`src/design/mwc_ram.sv`:
```
// generic single write port ram with registered read
`default_nettype none
module mwc_ram #(
    parameter int WIDTH = 8,
    parameter int DEPTH = 256
) (
    input  wire logic                     clk,
    input  wire logic                     wr_en,
    input  wire logic [$clog2(DEPTH)-1:0] wr_addr,
    input  wire logic [WIDTH-1:0]         wr_data,
    input  wire logic                     rd_en,
    input  wire logic [$clog2(DEPTH)-1:0] rd_addr,
    output logic      [WIDTH-1:0]         rd_data
);

    logic [WIDTH-1:0] mem [DEPTH];

    always_ff @(posedge clk)
    begin
        if (wr_en)
        begin
            mem[wr_addr] <= wr_data;
        end
        if (rd_en)
        begin
            rd_data <= mem[rd_addr];
        end
    end

endmodule
`default_nettype wire

```
`config.mk`:
```
export PLATFORM = sky130hd
export DESIGN_NAME = mwc_ram
export DESIGN_NICKNAME = d
export VERILOG_FILES = /design/src/design/mwc_ram.sv
export SDC_FILE = /design/constraint.sdc
export NUM_CORES = 2
export LEC_CHECK = 0
export ABC_AREA = 0
export BUFFER_PORTS_ARGS = -buffer_cell sky130_fd_sc_hd__buf_2
export CAP_MARGIN = 40
export CORE_AREA = 2 2 458 324
export DETAILED_ROUTE_END_ITERATION = 6
export DIE_AREA = 0 0 460 326
export GPL_TIMING_DRIVEN = 0
export MAX_ROUTING_LAYER = met4
export PLACE_DENSITY = 0.7
export SLEW_MARGIN = 20
export SYNTH_ARGS = -nofsm -noshare
export SYNTH_HDL_FRONTEND = slang
export SYNTH_SLANG_ARGS = --single-unit
```
`constraint.sdc`:
```
create_clock -name clk -period 3.3 [get_ports clk]
set_input_delay 0.66 -clock clk [delete_from_list [all_inputs] [get_ports clk]]
set_output_delay 0.66 -clock clk [all_outputs]
set_load 0.05 [all_outputs]
```
==> flow_metrics.tcl <==
set metrics [dict create \
    ir_worst_vdd_v 0.000602 \
    clk_latency_ns 0.86 \
    drv_cap 0 \
    io_pins 35 \
    fmax_mhz 285 \
    drc 0 \
    critPathCaptureType "flip-flop" \
    via_per_inst 7.02 \
    fp.dieH_microns 326 \
    period_share_pct 106 \
    cts.sinks 2056 \
    ys_ff_latch 2056 \
    core_area_sq_um 146000 \
    clkTransAtPathRegs_ns 0.06 \
    cts_htree_levels 4 \
    drtPass1Iterations 7 \
    syn_area_sq_um 79600 \
    period_minus_slack_ns 3.51 \
    rsz0062_at_grt "true" \
    vias 43500 \
    cts_buffers 184 \
    area_growth_pct 13.6 \
    synth_flop_cell "edfxtp_1" \
    min_path_type "in2reg" \
    place.gp.congestion 0.998 \
    cts-hold-fix-buffers 0 \
    port_buffers 27 \
    cts_root_buf "clkbuf_16" \
    hold_depth 1 \
    hold_viol_final 0 \
    synth.distinct_cells 54 \
    drt_iter0_markers 8708 \
    crit_type "in2reg" \
    worstPathMaxFanout 10 \
    worst_hold_slack_ns 0.0733 \
    slew_violations 0 \
    wl_per_cell_microns 38.9 \
    clock_skew_ns 0.0415 \
    ant_nets 0 \
    cts_post_setup_buffers_inserted 0 \
    grt_pass1_vias 40800 \
    ff2ff_path_depth 5 \
    start_util_pct 54.5 \
    outcome "complete, but fails checks" \
    die_area_sq_um 150000 \
    antenna_found_initial 12 \
    postLayoutCellArea_sq_um 90500 \
    crit_arrival_ns 4.18 \
    ys_warn_count 0 \
    ys_seq_area_share_pct 77.5 \
    tns_ns -7.16 \
    dpl_cell_area_sq_um 84000 \
    p_total_mw 52.7 \
    rows 118 \
    fp.dieW_microns 460 \
    slew_headroom_pct 28.5 \
    dpl.hpwl_microns 165000 \
    finish.utilization_pct 61.9 \
    drive_gt1_share_pct 26.8 \
    grt_max_degree 129 \
    worst-slew-pin-transition_ns 1.07 \
    syn_avg_cell_area_sq_um 21.3 \
    final_cells 6201 \
    layout.nets 4155 \
    tritoncts "done" \
    dp_slack_ns -1.76 \
    violations "setup timing" \
    cts_buffer_depth 3 \
    pwr_density_cell_nw_per_um2 583 \
    synth_edf_count 2056 \
    synthesis.nets 3760 \
    cp-start-kind "input pin" \
    wl_microns 241000 \
    globalRouteTotalUtil_pct 33.3 \
    netlist_instances 3733 \
    p_leak_nw 28.3 \
    grt_pass1_wl_microns 328000 \
    grt-ovfl-total 0 \
    placed_cells 5813 \
    setup_ws_ns -0.206 \
    synthArstFlopShare_pct 0 \
    required_ns 3.97 \
    setup_violations 138 \
]
[cell usage after synthesis (all sizes together), types with 31 or more instances]
library cell	count	area (sq um)
a21oi	96	480
a22oi	133	998
buf	122	1030
clkbuf	111	417
edfxtp	2056	61700
mux2i	134	1340
mux4	456	10300
nand2	33	124
nand3	34	170
nor2	282	1060
nor2b	31	194
o221ai	47	418
[logic make-up after synthesis]
kind of cell           Yosys count  share of synthesized area, %
buffers and inverters          235                          1.83
DFF                           2056                          77.5
muxes                          591                          14.6
AOI/OAI and AO/OA              385                          3.42
and+or+nand+nor                466                          2.63
[metal layers]
layer / track usage, % / routed length, microns / vias to the layer above
met5: - / 0 / -
met4: 13.0 / 11200 / 0
met3: 14.7 / 44000 / 646
met2: 42.2 / 97600 / 3882
met1: 47.1 / 88500 / 22500
li1: - / - / 16500
[cells in the final DEF, fill, tap and decap left out, types with 8 or more instances in the layout]
cell type / netlist / layout
o211ai_1: 10 / 10
clkbuf_16: 0 / 189
clkbuf_2: 0 / 37
nand4_1: 10 / 10
nand2_1: 33 / 32
edfxtp_1: 2056 / 2056
o221ai_2: 1 / 11
a211oi_1: 16 / 14
a21oi_1: 96 / 88
o22ai_1: 28 / 27
buf_4: 27 / 142
a22o_1: 8 / 8
nand3_1: 34 / 34
clkinv_1: 1 / 40
buf_16: 0 / 25
a22oi_1: 133 / 128
buf_8: 13 / 28
buf_12: 8 / 12
clkbuf_1: 111 / 112
nor4_4: 0 / 8
a221oi_1: 13 / 10
nor3_1: 22 / 10
nor2b_1: 31 / 31
buf_6: 21 / 53
mux2i_1: 134 / 134
diode_2: 0 / 12
o221ai_1: 46 / 34
mux4_2: 454 / 454
nor2_1: 282 / 265
nor3_2: 0 / 8
clkinv_2: 0 / 28
nor4_1: 24 / 16
nor2_2: 0 / 17
buf_1: 22 / 12
buf_2: 31 / 60
nand2b_1: 8 / 8
[repair_timing]
item	CTS	global route
pin swaps	1	0
endpoints found under the setup margin	8	128
gates resized for setup	77	63
[where the power goes]
part	leakage, nW	internal (mW)	switching [mW]
Combinational	7.09	1.06	2.34
Clock	2.72	11.0	9.49
Sequential	18.5	28.8	0.0149
Total	28.3	40.9	11.8
[flip-flops by register name, indices dropped and copies added (netlist names)]
register  count
mem        2048
rd_data       8
[worst max-delay path, stage by stage]
cell	delay, ns
buf_2	0.34
clkbuf_4	0.37
or3b_2	0.60
clkbuf_2	0.35
o221ai_1	0.47
a21oi_1	0.21
a21oi_1	0.31
nor3_2	0.16
nor4_1	0.44
buf_2	0.25
[path summary, 6_finish.rpt]
check,start,to,slack (ns)
setup reg to reg,mem[83][0],rd_data[0],0.37
hold / removal,wr_data[6],mem[104][6],0.07
hold reg to reg,mem[33][5],rd_data[5],1.46
setup / recovery,rd_addr[2],rd_data[4],-0.21
[cell type report]
type / instances / area (sq um)
multi-input cells: 1442 / 16900
clock buffers: 237 / 4910
flip-flops and latches: 2056 / 61700
well taps: 1920 / 2400
diodes: 12 / 30.0
inverters: 2 / 11.3
clock inverters: 90 / 657
repair buffers: 214 / 2300
plain buffers: 228 / 1560
fillers: 9846 / 55700
(Power assumes the default switching activity.)
