$ cat config.mk
export PLATFORM = sky130hd
export DESIGN_NAME = mwc_step_alu
export DESIGN_NICKNAME = d
export VERILOG_FILES = /design/src/design/mwc_pkg.sv /design/src/design/mwc_step_alu.sv
export SDC_FILE = /design/constraint.sdc
export NUM_CORES = 1
export LEC_CHECK = 0
export BUFFER_PORTS_ARGS = -buffer_cell sky130_fd_sc_hd__buf_2
export CORE_AREA = 2 2 39 41
export DETAILED_ROUTE_END_ITERATION = 10
export DIE_AREA = 0 0 41 43
export PLACE_DENSITY_LB_ADDON = 0.12
export SLEW_MARGIN = 20
export SYNTH_ARGS = -nofsm -noshare
export SYNTH_HDL_FRONTEND = slang
export SYNTH_SLANG_ARGS = --single-unit
export TNS_END_PERCENT = 50
$ cat constraint.sdc
create_clock -name vclk -period 4.1
set_input_delay 0.41 -clock vclk [all_inputs]
set_output_delay 0.41 -clock vclk [all_outputs]
set_load 0.02 [all_outputs]
$ cat src/design/mwc_pkg.sv
// shared types and constants for the minimum window cover search
`default_nettype none
package mwc_pkg;

    // input character codes are seven bits wide
    localparam int CODE_W     = 7;
    localparam int CODE_COUNT = 128;

    // operation of the shared need update unit
    typedef enum logic {
        ALU_INC,
        ALU_DEC
    } alu_op_t;

    // status reported by the need update unit
    typedef struct packed {
        logic crossed;   // entry moved across the missing threshold
    } alu_flags_t;

endpackage
`default_nettype wire

$ cat src/design/mwc_step_alu.sv
// shared increment and decrement unit for need table entries
`default_nettype none
module mwc_step_alu #(
    parameter int W = 14
) (
    input  wire mwc_pkg::alu_op_t    op,
    input  wire logic signed [W-1:0] value,
    output logic signed      [W-1:0] value_next,
    output mwc_pkg::alu_flags_t      flags
);

    import mwc_pkg::*;

    logic signed [W-1:0] delta;

    always_comb
    begin
        delta      = (op == ALU_DEC) ? -W'(1) : W'(1);
        value_next = value + delta;
        // inc counts when the entry goes positive, dec when it stays non-negative
        if (op == ALU_DEC)
        begin
            flags.crossed = !value_next[W-1];
        end
        else
        begin
            flags.crossed = !value_next[W-1] && (value_next != '0);
        end
    end

endmodule
`default_nettype wire

==> results.md, run 1 <==
- Status: completed
- Chip height: roughly 43 µm
- Worst IR Drop VDD: 0.0000972 V
- Global-route wire length before repair: around 2500 µm
- Unrepaired setup endpoints after global routing: no
- Fillers: 140
- Count of cell types in the netlist: 33
- I/O pin count: 30
- Rel. slew slack: 74.7%
- Worst slew pin tran: 0.378 ns
- Overall Power: about 0.2 mW
- Cells along the critical path: buf_2 > ha_1 > a21o_1 > a221oi_4 > a211oi_2 > a311oi_2 > nor3_1 > a31oi_1 > buf_2
- Syn Nets: 111
- Placer Congestion: about 0.89
- Die area: approximately 0.0018 mm²
- Total grt overflow: 0
- Commonest non-fill, non-tap cells in the layout: 30 x buf_2, 13 x ha_1, 8 x xnor2_1
- Final ANT Viol Nets: 0
- WS Path Type: in2out
- Layout clock buffers: 0
- Share of post-route cells with drive strength above 1: about a third
- Syn-to-layout area delta: 24.8%
- Post-CTS setup buffers: 0
- Syn_area_per_cell: roughly 8.4 µm²
- Req. time, crit path: 3.69 ns
- Setup crit end kind: output pin
- Final Critical Period: just under 3 ns
- Area occupied by multi-input gates: 667 µm²
- DR vias/cell: between 5 and 6
- Die width: 41 µm
- Yosys warnings: 0
- Routed wire length per instance: around 13 µm
- Post-CTS sizing: 0
- Core ar.: 0.00138 mm²
- # hold bufs at CTS: 0
- Initial core utilization: 49.5%
- 1st-pass router iterations: 4
- Row cnt: 14
- Vias in the first global route: 669
- Crit-path most repeated cell: buf_2
- Slowest CP cell: a221oi_4
- Max Cap Violations: 0
- Final wirelength: between 1500 and 2000 µm
- CP max stage delay: 0.39 ns
- Crit Path Max Fanout: 15
- Startpoint types: input pin
- # nets final: 143
- FMAX: 0.339 GHz
- Max-slew violation count: 0
- PD cells: 229 mW/mm²
- DR vias: 755
- Initial antenna violation count: 0
- Post-synthesis sequential area ratio: 0%
- DRC viols: 0
- Min-delay worst type: in2out
- Setup violations, final: 0
- Commonest non-fill, non-tap cell in the layout: buf_2
- Register Area: 0 µm²
- Buffers on Ports: 30
- Netlist Area Pre-Place: 686 µm²
- Initial detailed-routing violation count: 7
- Largest net degree at the start of global routing: 16
- Setup_tns: 0 ns
- Num sequential: 0
- Total track usage: approximately a fifth
- Syn Inst Count: 82
- Final Hold Fails: 0
- Period utilization: 71.9%
- Critical Path AT: 2.54 ns
- Inserted Diodes: 0
- Final HPWL DP: around 1400 µm
- Leakage power: approximately 0.42 nW
-- cell type report --
cell class,instances,area share (%)
Tap cell,16,2.34
Multi-Input combinational cell,77,77.9
Inverter,5,2.19
Timing Repair Buffer,30,17.5
-- per-layer routing --
layer	track usage (%)	share of wire [%]
met5	0	0
met3	0	2.8
met4	0	0
met2	39.7	55
met1	20.6	42
-- where the power goes --
part           internal [mW]  switching, mW  total (mW)  leakage [nW]
clock                      0              0           0             0
sequential                 0              0           0             0
combinational         0.0759          0.120       0.196         0.421
-- Yosys cell counts (all sizes together) --
master,number,area [µm²]
a21oi,6,33.8
a32oi,1,8.76
a31o,1,8.76
a2111o,1,11.3
and3,3,18.8
xnor2,8,70.1
o21a,1,7.51
o221ai,1,15.0
inv,5,18.8
o21ai,5,25.0
fa,1,20.0
a31oi,1,6.26
a41oi,2,17.5
a21boi,1,7.51
nand3,1,5.00
nor3,1,5.00
xor2,3,26.3
o211a,1,10.0
a211oi,3,32.5
o211ai,3,22.5
a21o,6,45.0
nor4,1,12.5
or2,1,6.26
nor3b,1,7.51
a221oi,1,26.3
ha,13,163
a311oi,1,15.0
or4b,1,10.0
nand2,4,15.0
nor2,4,15.0
-- worst paths after layout --
check	from	endpoint	slack, ns	cells after the start
worst max-delay path	op	flags	1.15	9
worst min-delay path	value[0]	value_next[0]	1.16	3
-- worst max-delay path: cells and delay by family --
kind	cells	cell delay [ns]
adder cells (fa/ha/maj)	1	0.35
AO/OA/AOI/OAI	5	1.21
AND/OR/NAND/NOR	1	0.10
buffers and inverters	2	0.46
-- through the flow --
step                hold WS, ns  worst slack [ns]  cells  cell area [µm²]  utilization [%]
global placement           1.15              1.14    128              856             61.8
finish                     1.16              1.15    128              856             61.8
CTS                        1.16              1.12    128              856             61.8
global route               1.20             0.977    128              856             61.8
floorplan                 0.897              1.14     82              686                -
detailed placement         1.16              1.12    128              856             61.8
-- kinds of logic after synthesis --
| group | Yosys count | share of synthesized area, % |
|---|---|---|
| AO/OA/AOI/OAI | 35 | 42.7 |
| buffers and inverters | 5 | 2.74 |
| adder cells (fa/ha/maj) | 14 | 26.6 |
| AND/OR/NAND/NOR | 17 | 13.9 |
| XOR/XNOR | 11 | 14.1 |
No activity file was read; power rests on OpenSTA's default activity.
==> run 2: changes to the inputs <==
Settings changed: ABC_AREA set to 1, CORE_AREA 2 2 39 41 to 2 2 45 47, DIE_AREA 0 0 41 43 to 0 0 47 49.
Clock period 4.1 ns to 2.75 ns, I/O delays scaled along.
==> run 2 against run 1 <==
- sequential cell count did not move
- design area increased by 32%
- area after synthesis is 39% higher
- hold slack got worse by 0.27 ns
- critical endpoint unchanged
- largest cell class unchanged
- highest routed layer unchanged
==> results.md, run 2 <==
- DR vias/cell: 4.85 (was 5.90)
- Netlist Area Pre-Place: 955 µm² (was 686 µm²)
- Post-CTS sizing: 0 (unchanged)
- Post-CTS setup buffers: 0 (unchanged)
- Top-count cell post-synth: nand2_1 (was ha_1)
- Fillers: 207 (was 140)
- PD cells: 275 mW/mm² (was 229 mW/mm²)
- Rel. slew slack: 78.8% (was 74.7%)
- Critical Path AT: 2.03 ns (was 2.54 ns)
- # nets final: 245 (was 143)
- Startpoint types: input pin (unchanged)
- Commonest non-fill, non-tap cell in the layout: nand2_1 (was buf_2)
- Num sequential: 0 (unchanged)
- Placer Congestion: 0.846 (was 0.886)
- Hold slack: 0.890 ns (was 1.16 ns)
- Layout clock buffers: 0 (unchanged)
- Synth area leaders: nand2_1 27%, ha_1 17%, inv_1 15% (was ha_1 24%, xnor2_1 10%, a21o_1 6.6%)
- Register Area: 0 µm² (unchanged)
- Met2 Track Usage GR: 33.1% (was 39.7%)
- CP Depth: 15 (was 9)
- Max-slew violation count: 0 (unchanged)
- Min-delay worst type: in2out (unchanged)
- Share of post-route cells with drive strength above 1: 22.0% (was 34.8%)
- Yosys warnings: 0 (unchanged)
- Final wirelength: 2320 µm (was 1640 µm)
- Commonest non-fill, non-tap cells in the layout: 68 x nand2_1, 37 x inv_1, 30 x buf_2 (was 30 x buf_2, 13 x ha_1, 8 x xnor2_1)
- Vias in the first global route: 930 (was 669)
- Crit Path Max Fanout: 15 (unchanged)
- Syn Inst Count: 185 (was 82)
- Total grt overflow: 0 (unchanged)
- Initial detailed-routing violation count: 17 (was 7)
- # hold bufs at CTS: 0 (unchanged)
- Setup violations, final: 0 (unchanged)
- Setup_tns: 0 ns (unchanged)
- Worst slew pin tran: 0.318 ns (was 0.378 ns)
- Syn Nets: 214 (was 111)
- FMAX: 0.434 GHz
- Yosys top cell by area: nand2_1 (was ha_1)
- Count of cell types in the netlist: 19 (was 33)
- Largest net degree at the start of global routing: 16 (unchanged)
- Total track usage: 21.4% (was 19.2%)
- Grt met3 use: 0% (unchanged)
- Period utilization: 83.8%
- Gr busiest metal: met1 (was met2)
- Syn_area_per_cell: 5.16 µm² (was 8.36 µm²)
- Row cnt: 16 (was 14)
- Chip height: 49 µm (was 43 µm)
- Post-synth top area share: 26.7% (was 23.7%)
- Post-synthesis sequential area ratio: 0% (unchanged)
- Grt met1 use: 34.8% (was 20.6%)
- Leakage power: 0.749 nW (was 0.421 nW)
- 1st-pass router iterations: 4 (unchanged)
- I/O pin count: 30 (unchanged)
- Die width: 47 µm (was 41 µm)
- Inserted Diodes: 0 (unchanged)
- Worst IR Drop VDD: 0.000147 V (was 0.0000972 V)
- Die area: 0.00230 mm² (was 0.00176 mm²)
- Post-synth top cells: 68 x nand2_1, 37 x inv_1, 17 x nand3_1 (was 13 x ha_1, 8 x xnor2_1, 6 x a21o_1)
- DRC viols: 0 (unchanged)
- Final Critical Period: about 2.3 ns
- Global-route wire length before repair: 3900 µm (was 2500 µm)
- Max Cap Violations: 0 (unchanged)
- Initial antenna violation count: 0 (unchanged)
- Initial core utilization: 51.8% (was 49.5%)
- Req. time, crit path: 2.48 ns (was 3.69 ns)
- Buffers on Ports: 30 (unchanged)
- Status: completed (unchanged)
- Hold Path Stages: 3 (unchanged)
- Setup crit end kind: output pin (unchanged)
- Cells along the critical path: buf_2 > ha_1 > nand2_1 > nand2_1 > inv_1 > nand2_1 > nand2_1 > nand3_1 > nor2_1 > nand2_2 > nor2_1 > nand3_1 > nand2_1 > inv_1 > buf_2 (was buf_2 > ha_1 > a21o_1 > a221oi_4 > a211oi_2 > a311oi_2 > nor3_1 > a31oi_1 > buf_2)
- Slowest CP cell: ha_1 (was a221oi_4)
- CP max stage delay: 0.38 ns (was 0.39 ns)
- Crit-path most repeated cell: nand2_1 (was buf_2)
- Overall Power: 0.312 mW (was 0.196 mW)
- Bufs and invs on worst path: 4 (was 2)
- DR vias: 1,170 (was 755)
- Unrepaired setup endpoints after global routing: no (unchanged)
- Syn-to-layout area delta: 18.7% (was 24.8%)
- WS Path Type: in2out (unchanged)
- Routed wire length per instance: 9.64 µm (was 12.8 µm)
- Final HPWL DP: 2020 µm (was 1410 µm)
- Final ANT Viol Nets: 0 (unchanged)
- Final Hold Fails: 0 (unchanged)
- Top delay family on crit path: simple AND/OR/NAND/NOR gates (was compound AO/OA/AOI/OAI gates)
- Core ar.: 0.00184 mm² (was 0.00138 mm²)
==> run 2: cell types whose count changed in the layout (fill, tap and decap cells not counted), moves of 4 or more <==
cell	before	now
nand3_1	1	17
xnor2_1	8	1
nand2_1	4	68
inv_1	5	37
nor2_1	4	13
nand2_2	0	9
a21o_1	6	0
nand4_1	0	4
==> run 2: per-layer routing <==
metal | wire, µm | part of all wire (%)
met5 | 0 | 0
met4 | 0 | 0
met3 | 101 | 4.3
met2 | 1060 | 46
met1 | 1160 | 50
==> run 2: stage by stage <==
step	setup WS [ns]	cell area [µm²]	utilization, %	instances
after floorplan	0.774	955	-	185
after global placement	0.463	1130	61.5	241
after detailed placement	0.456	1130	61.5	241
after CTS	0.450	1130	61.5	241
after global routing	0.188	1130	61.5	241
final	0.446	1130	61.5	241
==> run 2: report_power, final <==
part | switching, mW | leakage (nW) | internal [mW]
sequential | 0 | 0 | 0
combinational | 0.203 | 0.749 | 0.108
clock | 0 | 0 | 0
total | 0.203 | 0.749 | 0.108
==> run 2: path summary, 6_finish.rpt <==
kind / startpoint / end / slack (ns)
setup / recovery: op / flags / 0.45
hold / removal: value[0] / value_next[0] / 0.89
==> run 2: cell families (layout without fill, tap and decap cells) <==
kind of cell | count (synthesis) | after routing | share of synthesized area (%)
simple gates | 121 | 121 | 57.4
buf+inv | 40 | 69 | 15.9
fa+ha+maj | 14 | 14 | 19.1
compound gates | 6 | 6 | 3.15
xor+xnor | 4 | 4 | 4.46
==> run 2: layout make-up <==
cell class	instances	area [µm²]	area share, %
Multi-Input combinational cell	145	803	70.9
Tap cell	27	33.8	2.98
Inverter	39	146	12.9
Timing Repair Buffer	30	150	13.2
==> run 3: changes to the inputs <==
Settings changed: CORE_AREA 2 2 45 47 to 2 2 47 49, DIE_AREA 0 0 47 49 to 0 0 49 51.
Clock period 2.75 ns to 2.1 ns, I/O delays scaled along.
==> run 3 against run 2 <==
- design area up 19%
- highest routed layer unchanged
- power grew 56%
- sequential share of layout area unchanged
==> results.md, run 3 (synthesis results as in run 2) <==
- Status: completed (unchanged)
- Core ar.: 0.00206 mm² (was 0.00184 mm²)
- Max Cap Violations: 0 (unchanged)
- Num sequential: 0 (unchanged)
- DRC viols: 0 (unchanged)
- Worst IR Drop VDD: 0.000211 V (was 0.000147 V)
- Final Hold Fails: 0 (unchanged)
- Commonest non-fill, non-tap cells in the layout: 66 x nand2_1, 37 x inv_1, 29 x buf_2 (was 68 x nand2_1, 37 x inv_1, 30 x buf_2)
- Initial detailed-routing violation count: 36 (was 17)
- Final Critical Period: slightly below 2 ns
- Area occupied by multi-input gates: 940 µm² (was 803 µm²)
- Critical Path AT: 1.78 ns (was 2.03 ns)
- DR vias: 1,249 (was 1,170)
- Setup WS pre-CTS: -0.0845 ns (was 0.456 ns)
- Final WS setup: 0.115 ns (was 0.446 ns)
- Fillers: 200 (was 207)
- Die width: 49 µm (was 47 µm)
- Final ANT Viol Nets: 0 (unchanged)
- Setup_tns: 0 ns (unchanged)
- Share of post-route cells with drive strength above 1: 32.7% (was 22.0%)
- Commonest non-fill, non-tap cell in the layout: nand2_1 (unchanged)
- Total track usage: 21.7% (was 21.4%)
- Die area: 0.00250 mm² (was 0.00230 mm²)
- Placer Congestion: 0.876 (was 0.846)
- Vias in the first global route: 1,059 (was 930)
- # hold bufs at CTS: 0 (unchanged)
- Initial antenna violation count: 0 (unchanged)
- Register Area: 0 µm² (unchanged)
- Row cnt: 17 (was 16)
- Setup violations, final: 0 (unchanged)
- DR vias/cell: 4.98 (was 4.85)
- Routed wire length per instance: 11.0 µm (was 9.64 µm)
- Initial core utilization: 46.3% (was 51.8%)
- Worst slew pin tran: 0.256 ns (was 0.318 ns)
- Layout clock buffers: 0 (unchanged)
- Inserted Diodes: 0 (unchanged)
- I/O pin count: 30 (unchanged)
- FMAX: 0.504 GHz
- Final HPWL DP: 2210 µm (was 2020 µm)
- Min-delay worst type: in2out (unchanged)
- # nets final: 254 (was 245)
- Period utilization: between 90% and 100%
- PD cells: 359 mW/mm² (was 275 mW/mm²)
- Chip height: 51 µm (was 49 µm)
- Hold Path Stages: 4 (was 3)
- Crit Path Max Fanout: 4 (was 15)
- WS Path Type: in2out (unchanged)
- Largest net degree at the start of global routing: 16 (unchanged)
- Final wirelength: 2760 µm (was 2320 µm)
- Syn-to-layout area delta: 41.8% (was 18.7%)
- Rel. slew slack: 82.8% (was 78.8%)
- Buffers on Ports: 30 (unchanged)
- Util after Layout: 65.6% (was 61.5%)
- Total grt overflow: 0 (unchanged)
- Leakage power: 0.798 nW (was 0.749 nW)
- Max-slew violation count: 0 (unchanged)
- Setup crit end kind: output pin (unchanged)
- Req. time, crit path: 1.89 ns (was 2.48 ns)
- Startpoint types: input pin (unchanged)
- Global-route wire length before repair: 4440 µm (was 3900 µm)
- 1st-pass router iterations: 4 (unchanged)
run 3: worst max-delay path: stages:
cell and delay, ns:
buf_2 0.13, fa_2 0.44, nand3_2 0.11, nand2_1 0.10, nand2_1 0.11, nand3_1 0.10
nor2_2 0.11, nand2_2 0.07, nor2_2 0.10, nand3_1 0.07, nand2_1 0.06, inv_1 0.03
buf_2 0.14
run 3: path summary, 6_finish.rpt:
check	endpoint	from	slack [ns]
worst min-delay path	value_next[0]	value[0]	0.83
worst max-delay path	flags	value[1]	0.11
run 3: per-stage QoR:
| stage | power [mW] | instance area, µm² | std cells | hold WS, ns |
|---|---|---|---|---|
| after floorplan | 0.297 | 955 | 185 | 0.497 |
| after CTS | 0.436 | 1200 | 251 | 0.823 |
| after detailed placement | 0.433 | 1200 | 251 | 0.823 |
| after global placement | 0.427 | 1200 | 251 | 0.824 |
| after global routing | 0.537 | 1350 | 251 | 0.868 |
| final | 0.486 | 1350 | 251 | 0.831 |
run 3: metal layers:
layer	vias up	wire, µm	track usage (%)
met5	-	0	0
met4	0	0	0
met3	0	99	0.292
met2	35	1400	42.0
met1	573	1260	28.4
li1	641	-	-
run 3: report_power, final:
part	total, mW	internal, mW	switching (mW)
combinational	0.486	0.194	0.292
clock	0	0	0
sequential	0	0	0
run 3: timing repair:
| item | in CTS | in global routing |
|---|---|---|
| buffers inserted | 0 | 0 |
| setup endpoints to repair | 2 | 2 |
| pin swaps | 0 | 4 |
| gates resized for setup | 1 | 25 |
run 3: cell type report:
cell class                 instances  share of cell area [%]
timing repair buffer              39                    17.2
tap                               28                    2.59
multi-input combinational        145                    69.4
inverter                          39                    10.8
